==> config.mk <==
export PLATFORM = sky130hd
export DESIGN_NAME = overwriting_history_ring_flat
export DESIGN_NICKNAME = d
export VERILOG_FILES = /design/src/rtl/ohr_pkg.sv /design/src/rtl/ohr_req_if.sv /design/src/rtl/ohr_res_if.sv /design/src/rtl/overwriting_history_ring.sv /design/src/flat_wrapper.sv
export SDC_FILE = /design/constraint.sdc
export NUM_CORES = 1
export LEC_CHECK = 0
export BUFFER_PORTS_ARGS = -buffer_cell sky130_fd_sc_hd__buf_4
export CAP_MARGIN = 15
export CORE_ASPECT_RATIO = 0.75
export CORE_MARGIN = 3
export CORE_UTILIZATION = 25
export CTS_CLUSTER_DIAMETER = 200
export CTS_CLUSTER_SIZE = 16
export DETAILED_ROUTE_END_ITERATION = 8
export PLACE_DENSITY = 0.36
export SKIP_LAST_GASP = 1
export SYNTH_ARGS = -nofsm -noshare
export SYNTH_HDL_FRONTEND = slang
export SYNTH_SLANG_ARGS = --single-unit
==> constraint.sdc <==
create_clock -name clk -period 11.2 [get_ports clk]
set_input_delay 1.12 -clock clk [delete_from_list [all_inputs] [get_ports clk]]
set_output_delay 1.12 -clock clk [all_outputs]
set_load 0.02 [all_outputs]
==> src/rtl/ohr_pkg.sv <==
// Shared types and constants for the overwriting history ring.
package ohr_pkg;

  // Fixed payload widths of the request and result channels
  localparam int unsigned MODE_W  = 2;
  localparam int unsigned DATA_W  = 32;
  localparam int unsigned COUNT_W = 5;

  // Request operation codes
  typedef enum logic [MODE_W-1:0] {
    MODE_PUT     = 2'd0,
    MODE_RETRACT = 2'd1,
    MODE_CLEAR   = 2'd2,
    MODE_DUMP    = 2'd3
  } ohr_mode_t;

  // Sequencer states: idle, memory read issued, result load
  typedef enum logic [1:0] {
    S_IDLE = 2'd0,
    S_READ = 2'd1,
    S_EMIT = 2'd2
  } ohr_state_t;

endpackage

==> src/rtl/ohr_req_if.sv <==
// Request channel: operation code and entry data with valid/ready.
interface ohr_req_if
  import ohr_pkg::*;
();
  logic              valid;
  logic              ready;
  logic [MODE_W-1:0] mode;
  logic [DATA_W-1:0] data;

  modport source (output valid, mode, data, input ready);
  modport sink   (input valid, mode, data, output ready);
endinterface

==> src/rtl/ohr_res_if.sv <==
// Result channel: newest or walked entry, oldest entry, count and flags.
interface ohr_res_if
  import ohr_pkg::*;
();
  logic               valid;
  logic               ready;
  logic [DATA_W-1:0]  value;
  logic [DATA_W-1:0]  oldest;
  logic [COUNT_W-1:0] count;
  logic               empty_res;
  logic               last;

  modport source (output valid, value, oldest, count, empty_res, last, input ready);
  modport sink   (input valid, value, oldest, count, empty_res, last, output ready);
endinterface

==> src/rtl/overwriting_history_ring.sv <==
// Top level: ring store of the last DEPTH entries, overwriting the oldest.
//
//   channel  dir  handshake    payload
//   req      in   valid/ready  mode, data
//   res      out  valid/ready  value, oldest, count, empty_res, last
//
// Each result passes through a read of the entry memory (two read ports,
// registered data), then a load of the output register. A put, retract
// or clear gives one result; a new request is taken only when the
// sequencer is back in idle, so requests do not overlap. A dump of n
// entries streams them newest first, one per result. Reset clears the fill
// position and the full flag; the entry memory is not cleared. A stalled
// result holds the sequencer; a new request is taken while the last result
// still waits.
module overwriting_history_ring
  import ohr_pkg::*;
#(
  parameter int unsigned DEPTH = 16,
  parameter int unsigned WIDTH = 32
) (
  input  logic      clk,
  input  logic      rst,
  ohr_req_if.sink   req,
  ohr_res_if.source res
);

  localparam int unsigned PW = (DEPTH > 1) ? $clog2(DEPTH) : 1;
  localparam int unsigned CW = $clog2(DEPTH + 1);

  ohr_state_t     state, state_next;
  logic [CW-1:0]  fill_pos, fill_pos_next;
  logic           full, full_next;
  logic [PW-1:0]  walk_idx;
  logic [CW-1:0]  remain;
  logic [CW-1:0]  held, held_next;
  logic [PW-1:0]  wr_addr;
  logic [PW-1:0]  old_addr;
  logic [WIDTH-1:0] data_w;
  logic           req_fire;
  logic           out_free;
  ohr_mode_t      req_mode;

  logic [WIDTH-1:0] mem [DEPTH];
  logic [WIDTH-1:0] rd_val;
  logic [WIDTH-1:0] rd_old;

  logic               res_valid;
  logic [DATA_W-1:0]  res_value;
  logic [DATA_W-1:0]  res_oldest;
  logic [COUNT_W-1:0] res_count;
  logic               res_empty;
  logic               res_last;

  assign req_mode = ohr_mode_t'(req.mode);
  assign req_fire = req.valid && req.ready;
  assign out_free = !res_valid || res.ready;
  assign data_w   = WIDTH'(req.data);

  // Put address: wrap to slot 0 when empty or at the end
  assign wr_addr = ((fill_pos == '0) || (fill_pos >= CW'(DEPTH))) ? '0 : fill_pos[PW-1:0];

  // Oldest slot: slot 0 until full, then the fill position
  assign old_addr = (!full || (fill_pos >= CW'(DEPTH))) ? '0 : fill_pos[PW-1:0];

  // Held counts for the current and the updated state
  assign held      = (fill_pos == '0) ? '0 : (full ? CW'(DEPTH) : fill_pos);
  assign held_next = (fill_pos_next == '0) ? '0 : (full_next ? CW'(DEPTH) : fill_pos_next);

  // Compute the fill state after the request
  always_comb begin
    fill_pos_next = fill_pos;
    full_next     = full;
    case (req_mode)
      MODE_PUT: begin
        if (fill_pos == '0) begin
          fill_pos_next = CW'(1);
          full_next     = 1'b0;
        end else if (fill_pos >= CW'(DEPTH)) begin
          fill_pos_next = CW'(1);
          full_next     = 1'b1;
        end else begin
          fill_pos_next = fill_pos + CW'(1);
        end
      end
      MODE_RETRACT: begin
        if (fill_pos != '0) begin
          fill_pos_next = fill_pos - CW'(1);
          if (fill_pos == CW'(1)) begin
            full_next = 1'b0;
          end
        end
      end
      MODE_CLEAR: begin
        fill_pos_next = '0;
        full_next     = 1'b0;
      end
      default: begin
      end
    endcase
  end

  // Sequencer next state and ready
  always_comb begin
    state_next = state;
    req.ready  = (state == S_IDLE);
    unique case (state)
      S_IDLE: begin
        if (req_fire) begin
          state_next = S_READ;
        end
      end
      S_READ: begin
        state_next = S_EMIT;
      end
      S_EMIT: begin
        if (out_free) begin
          state_next = (remain <= CW'(1)) ? S_IDLE : S_READ;
        end
      end
      default: begin
        state_next = S_IDLE;
      end
    endcase
  end

  // Hold state, fill position and walk counters
  always_ff @(posedge clk) begin
    if (rst) begin
      state    <= S_IDLE;
      fill_pos <= '0;
      full     <= 1'b0;
      walk_idx <= '0;
      remain   <= '0;
    end else begin
      state <= state_next;
      if (req_fire) begin
        fill_pos <= fill_pos_next;
        full     <= full_next;
        walk_idx <= (fill_pos_next == '0) ? '0 : PW'(fill_pos_next - CW'(1));
        if (req_mode == MODE_DUMP && held_next != '0) begin
          remain <= held_next;
        end else begin
          remain <= CW'(1);
        end
      end else if (state == S_EMIT && out_free) begin
        walk_idx <= (walk_idx == '0) ? PW'(DEPTH - 1) : walk_idx - PW'(1);
        remain   <= remain - CW'(1);
      end
    end
  end

  // Write a put entry into the ring memory
  always_ff @(posedge clk) begin
    if (req_fire && req_mode == MODE_PUT) begin
      mem[wr_addr] <= data_w;
    end
  end

  // Read the walked entry and the oldest entry
  always_ff @(posedge clk) begin
    rd_val <= mem[walk_idx];
    rd_old <= mem[old_addr];
  end

  // Load the output register; drop it once taken
  always_ff @(posedge clk) begin
    if (rst) begin
      res_valid <= 1'b0;
    end else if (state == S_EMIT && out_free) begin
      res_valid <= 1'b1;
    end else if (res.ready) begin
      res_valid <= 1'b0;
    end
  end

  always_ff @(posedge clk) begin
    if (state == S_EMIT && out_free) begin
      res_last <= (remain <= CW'(1));
      if (held == '0) begin
        res_value  <= '0;
        res_oldest <= '0;
        res_count  <= '0;
        res_empty  <= 1'b1;
      end else begin
        res_value  <= DATA_W'(rd_val);
        res_oldest <= DATA_W'(rd_old);
        res_count  <= COUNT_W'(held);
        res_empty  <= 1'b0;
      end
    end
  end

  assign res.valid     = res_valid;
  assign res.value     = res_value;
  assign res.oldest    = res_oldest;
  assign res.count     = res_count;
  assign res.empty_res = res_empty;
  assign res.last      = res_last;

endmodule
==> src/flat_wrapper.sv <==
// flat-port wrapper written by rule: the top's interface ports become plain ports
module overwriting_history_ring_flat import ohr_pkg::*;
#(
  parameter int unsigned DEPTH = 16,
  parameter int unsigned WIDTH = 32
)
  (clk, rst, req_valid, req_mode, req_data, req_ready, res_valid, res_value, res_oldest, res_count, res_empty_res, res_last, res_ready);
  ohr_req_if req_i ();
  ohr_res_if res_i ();
  input  logic clk;
  input  logic rst;
  input wire logic [$bits(req_i.valid)-1:0] req_valid;
  input wire logic [$bits(req_i.mode)-1:0] req_mode;
  input wire logic [$bits(req_i.data)-1:0] req_data;
  output wire logic [$bits(req_i.ready)-1:0] req_ready;
  output wire logic [$bits(res_i.valid)-1:0] res_valid;
  output wire logic [$bits(res_i.value)-1:0] res_value;
  output wire logic [$bits(res_i.oldest)-1:0] res_oldest;
  output wire logic [$bits(res_i.count)-1:0] res_count;
  output wire logic [$bits(res_i.empty_res)-1:0] res_empty_res;
  output wire logic [$bits(res_i.last)-1:0] res_last;
  input wire logic [$bits(res_i.ready)-1:0] res_ready;
  assign req_i.valid = req_valid;
  assign req_i.mode = req_mode;
  assign req_i.data = req_data;
  assign req_ready = req_i.ready;
  assign res_valid = res_i.valid;
  assign res_value = res_i.value;
  assign res_oldest = res_i.oldest;
  assign res_count = res_i.count;
  assign res_empty_res = res_i.empty_res;
  assign res_last = res_i.last;
  assign res_i.ready = res_ready;
  overwriting_history_ring #(.DEPTH(DEPTH), .WIDTH(WIDTH)) u_core (.clk(clk), .rst(rst), .req(req_i), .res(res_i));
endmodule
==> impl_metrics.csv <==
group,metric,value,unit
cells_and_area,final_common_cell,"edfxtp_1",
die,fp.coreArea,0.112,mm^2
placement,portBuffers,110,
cells_and_area,areaGrowthSynthToFinish,14.0,%
cells_and_area,nets,1812,
synth,synth_nets,1755,
worst_hold_path,hold_depth,1,
synth,ys_ff_latch,665,
die,io_pins,111,
routing,drc,0,
worst_hold_path,hold_end,"u_core.state[0]$_SDFFE_PP0P_",
power_and_ir_drop,clock_power_share,33.7,%
cells_and_area,drive_gt1_share,24.0,%
worst_setup_path,cp_max_fo,64,
die,rows,106,
routing,detail_route.vias_per_cell,5.02,
worst_hold_path,worstHoldPathType,"reg -> reg",
clock_tree,post_cts_buffers,0,
worst_setup_path,critPathCaptureType,"flip-flop",
clock_tree,h-tree-depth,2,
clock_tree,cts_made_buffers,47,
clock_tree,cts_hold_buf,0,
grt,grt_first_pass_wirelength,129000,um
power_and_ir_drop,ir_drop,117,uV
clock_tree,clock_latency,0.62,ns
sta,finalCriticalPeriod,3.95,ns
worst_setup_path,startpoint_type,"flip-flop",
placement,place_inst,3229,
die,dieArea,0.117,mm^2
placement,place.gp.congestion,0.723,
run,drv_cap,0,
sta,finalHoldViolCount,0,
power_and_ir_drop,p_leak,9.77,nW
placement,hpwl,49300,um
synth,synth_cell_type_count,56,
power_and_ir_drop,swShare,24.7,%
worst_setup_path,r2r_slack,7.25,ns
worst_setup_path,crit_path_start,"u_core.fill_pos[4]$_SDFFE_PP0P_",
die,die_h,298,um
worst_hold_path,min-delay-start,"u_core.state[0]$_SDFFE_PP0P_",
clock_tree,cts_buffer_depth,3,
sta,setup_viol,0,
clock_tree,cts_tree,"built",
routing,wire_per_inst,26.9,um
routing,drtIter0Drc,1200,
routing,vias,16665,
grt,grt_pass1_vias,17673,
power_and_ir_drop,fin_total_pwr,5.07,mW
synth,synth.cell_area,0.0283,mm^2
worst_setup_path,r2r-start,"u_core.fill_pos[4]$_SDFFE_PP0P_",
synth,postSynthCellCount,1709,
die,dieWidth,395,um
worst_setup_path,reg2reg_to,"u_core.rd_old[16]$_DFF_P_",
synth,ys_seq_area_share,67.6,%
synth,synth_edf_count,583,
placement,placed_area,0.0309,mm^2
synth,synth_ff_type,"edfxtp_1",
sta,worstMarginPinSlew,1.20,ns
power_and_ir_drop,p_comb_share,10.6,%
worst_setup_path,worstPathRequired,11.65,ns
worst_setup_path,ff2ff_path_depth,7,
sta,fin_tns_setup,0,ns
cells_and_area,stdcell_count,3317,
grt,grt_max_degree,65,
routing,final_antenna_net_count,0,
grt,antenna_found_initial,2,
worst_setup_path,crit_type,"reg -> reg",
outcome,outcome,"finished clean",
sta,fin_crit_sh,35.3,%
power_and_ir_drop,power.net_switching,1.25,mW
sta,slew_headroom,20.0,%
sta,fmax,0.253,GHz
routing,dr.pass1.iters,5,
routing,wirelength,89200,um
sta,fin_skew,0.0227,ns
clock_tree,clk_pin_slew_worst_paths,0.08,ns
synth,async_flop_share,0,%
cells_and_area,final_cell_mix,"edfxtp_1, mux4_2, buf_4, nand2_1, o22ai_1",
worst_setup_path,worstPathArrival,4.40,ns
clock_tree,root_buffer,"clkbuf_16",
power_and_ir_drop,p_int,3.82,mW
power_and_ir_drop,power_density,157,mW/mm^2
clock_tree,post_cts_resized,0,
die,start_util,25.3,%
clock_tree,cts_sinks,665,
grt,grt_usage,14.9,%
sta,rsz0062_at_grt,"no",
power_and_ir_drop,seq_power_share,55.6,%
cells_and_area,nFillCells,11148,
grt,grt-ovfl-total,0,
synth,synth_area_per_cell,16.6,um^2
cells_and_area,fin_area,0.0323,mm^2
sta,maxSlewViolCount,0,
synth,yosysWarnings,0,
## stage by stage
stage / utilization (%) / setup WS, ns / hold WS (ns)
after CTS: 28.9 / 7.27 / 0.494
after global placement: 27.6 / 7.27 / 0.447
after floorplan: - / 6.82 / 0.438
after detailed placement: 27.6 / 7.27 / 0.479
final: 28.9 / 7.25 / 0.492
after global routing: 28.9 / 6.97 / 0.516
## worst max-delay path by stage
stage / end / cells after the start
final: u_core.rd_old[16]$_DFF_P_ / 7
after global routing: u_core.rd_old[18]$_DFF_P_ / 8
after CTS: u_core.rd_old[18]$_DFF_P_ / 7
after detailed placement: u_core.mem[14][26]$_DFFE_PP_ / 6
after global placement: u_core.mem[14][23]$_DFFE_PP_ / 6
after floorplan: u_core.walk_idx[2]$_SDFFE_PP0P_ / 7
## sequential cells by signal (all words and copies together), names as in the netlist, 5 cells and up
register           cells
u_core.mem           512
u_core.rd_old         32
u_core.rd_val         32
u_core.res.oldest     32
u_core.res.value      32
u_core.fill_pos        5
u_core.remain          5
u_core.res.count       5
## worst max-delay path: stages, from the launching register on
cell	delay (ns)
dfxtp_1	0.75
nor2b_1	0.25
nand2_4	0.50
buf_4	0.73
buf_4	0.75
mux4_2	0.40
o21ai_1	0.14
a21oi_1	0.10
## cell usage after synthesis (all sizes together) (3+ instances only)
cell    count  area [um^2]
mux4      192         4320
a211oi     40          313
a21oi      46          230
or2         4         25.0
nor3       12         60.1
ha          8          100
nor2b       3         18.8
dfxtp      82         1640
nor2       49          184
and3b       3         26.3
nand2b      5         31.3
inv        12         45.1
and2       68          428
nand3b      5         37.5
a31oi      34          213
o22ai      98          613
nand2     148          558
edfxtp    583        17500
o221ai     32          280
o21ai      39          195
nand3       8         40.0
clkbuf     91          342
a32oi       3         45.1
o211ai     35          263
and3        4         25.0
a311oi     33          289
buf        49          235
## final cells by class
cell class	instances	area (um^2)	share of cell area, %
diodes	1	2.50	0.00774
clock buffers	84	1340	4.14
clock inverters	3	33.8	0.105
inverters	12	47.5	0.147
multi-input cells	892	8720	27.0
flip-flops and latches	665	19200	59.3
well taps	1512	1890	5.85
repair buffers	148	1110	3.44
## cells by family (layout without fill, tap and decap cells)
family	count (synthesis)	after routing	synth area share, %
DFF	665	665	67.6
AOI/OAI and AO/OA	373	373	9.20
and+or+nand+nor	317	317	5.36
muxes	193	193	15.3
buffers and inverters	152	247	2.19
adders and majority gates	8	8	0.353
xor gates and xnor gates	1	1	0.0309
other	0	1	0
## power by group through the flow
stage | clock network, mW | logic, mW | registers (mW)
2_1_floorplan | 0 | 0.368 | 2.84
4_1_cts | 1.79 | 0.555 | 2.82
3_5_place_dp | 0 | 0.553 | 2.88
5_1_grt | 1.88 | 0.588 | 2.83
3_3_place_gp | 0 | 0.556 | 2.88
6_report | 1.71 | 0.539 | 2.82
## layer usage
layer	up-vias	wire [um]	GRT usage, %
li1	7119	-	-
met1	8960	42600	22.1
met2	492	40200	22.9
met3	92	4800	2.51
met4	2	1570	3.18
met5	-	13	0
No activity file was read; power rests on OpenSTA's default activity.
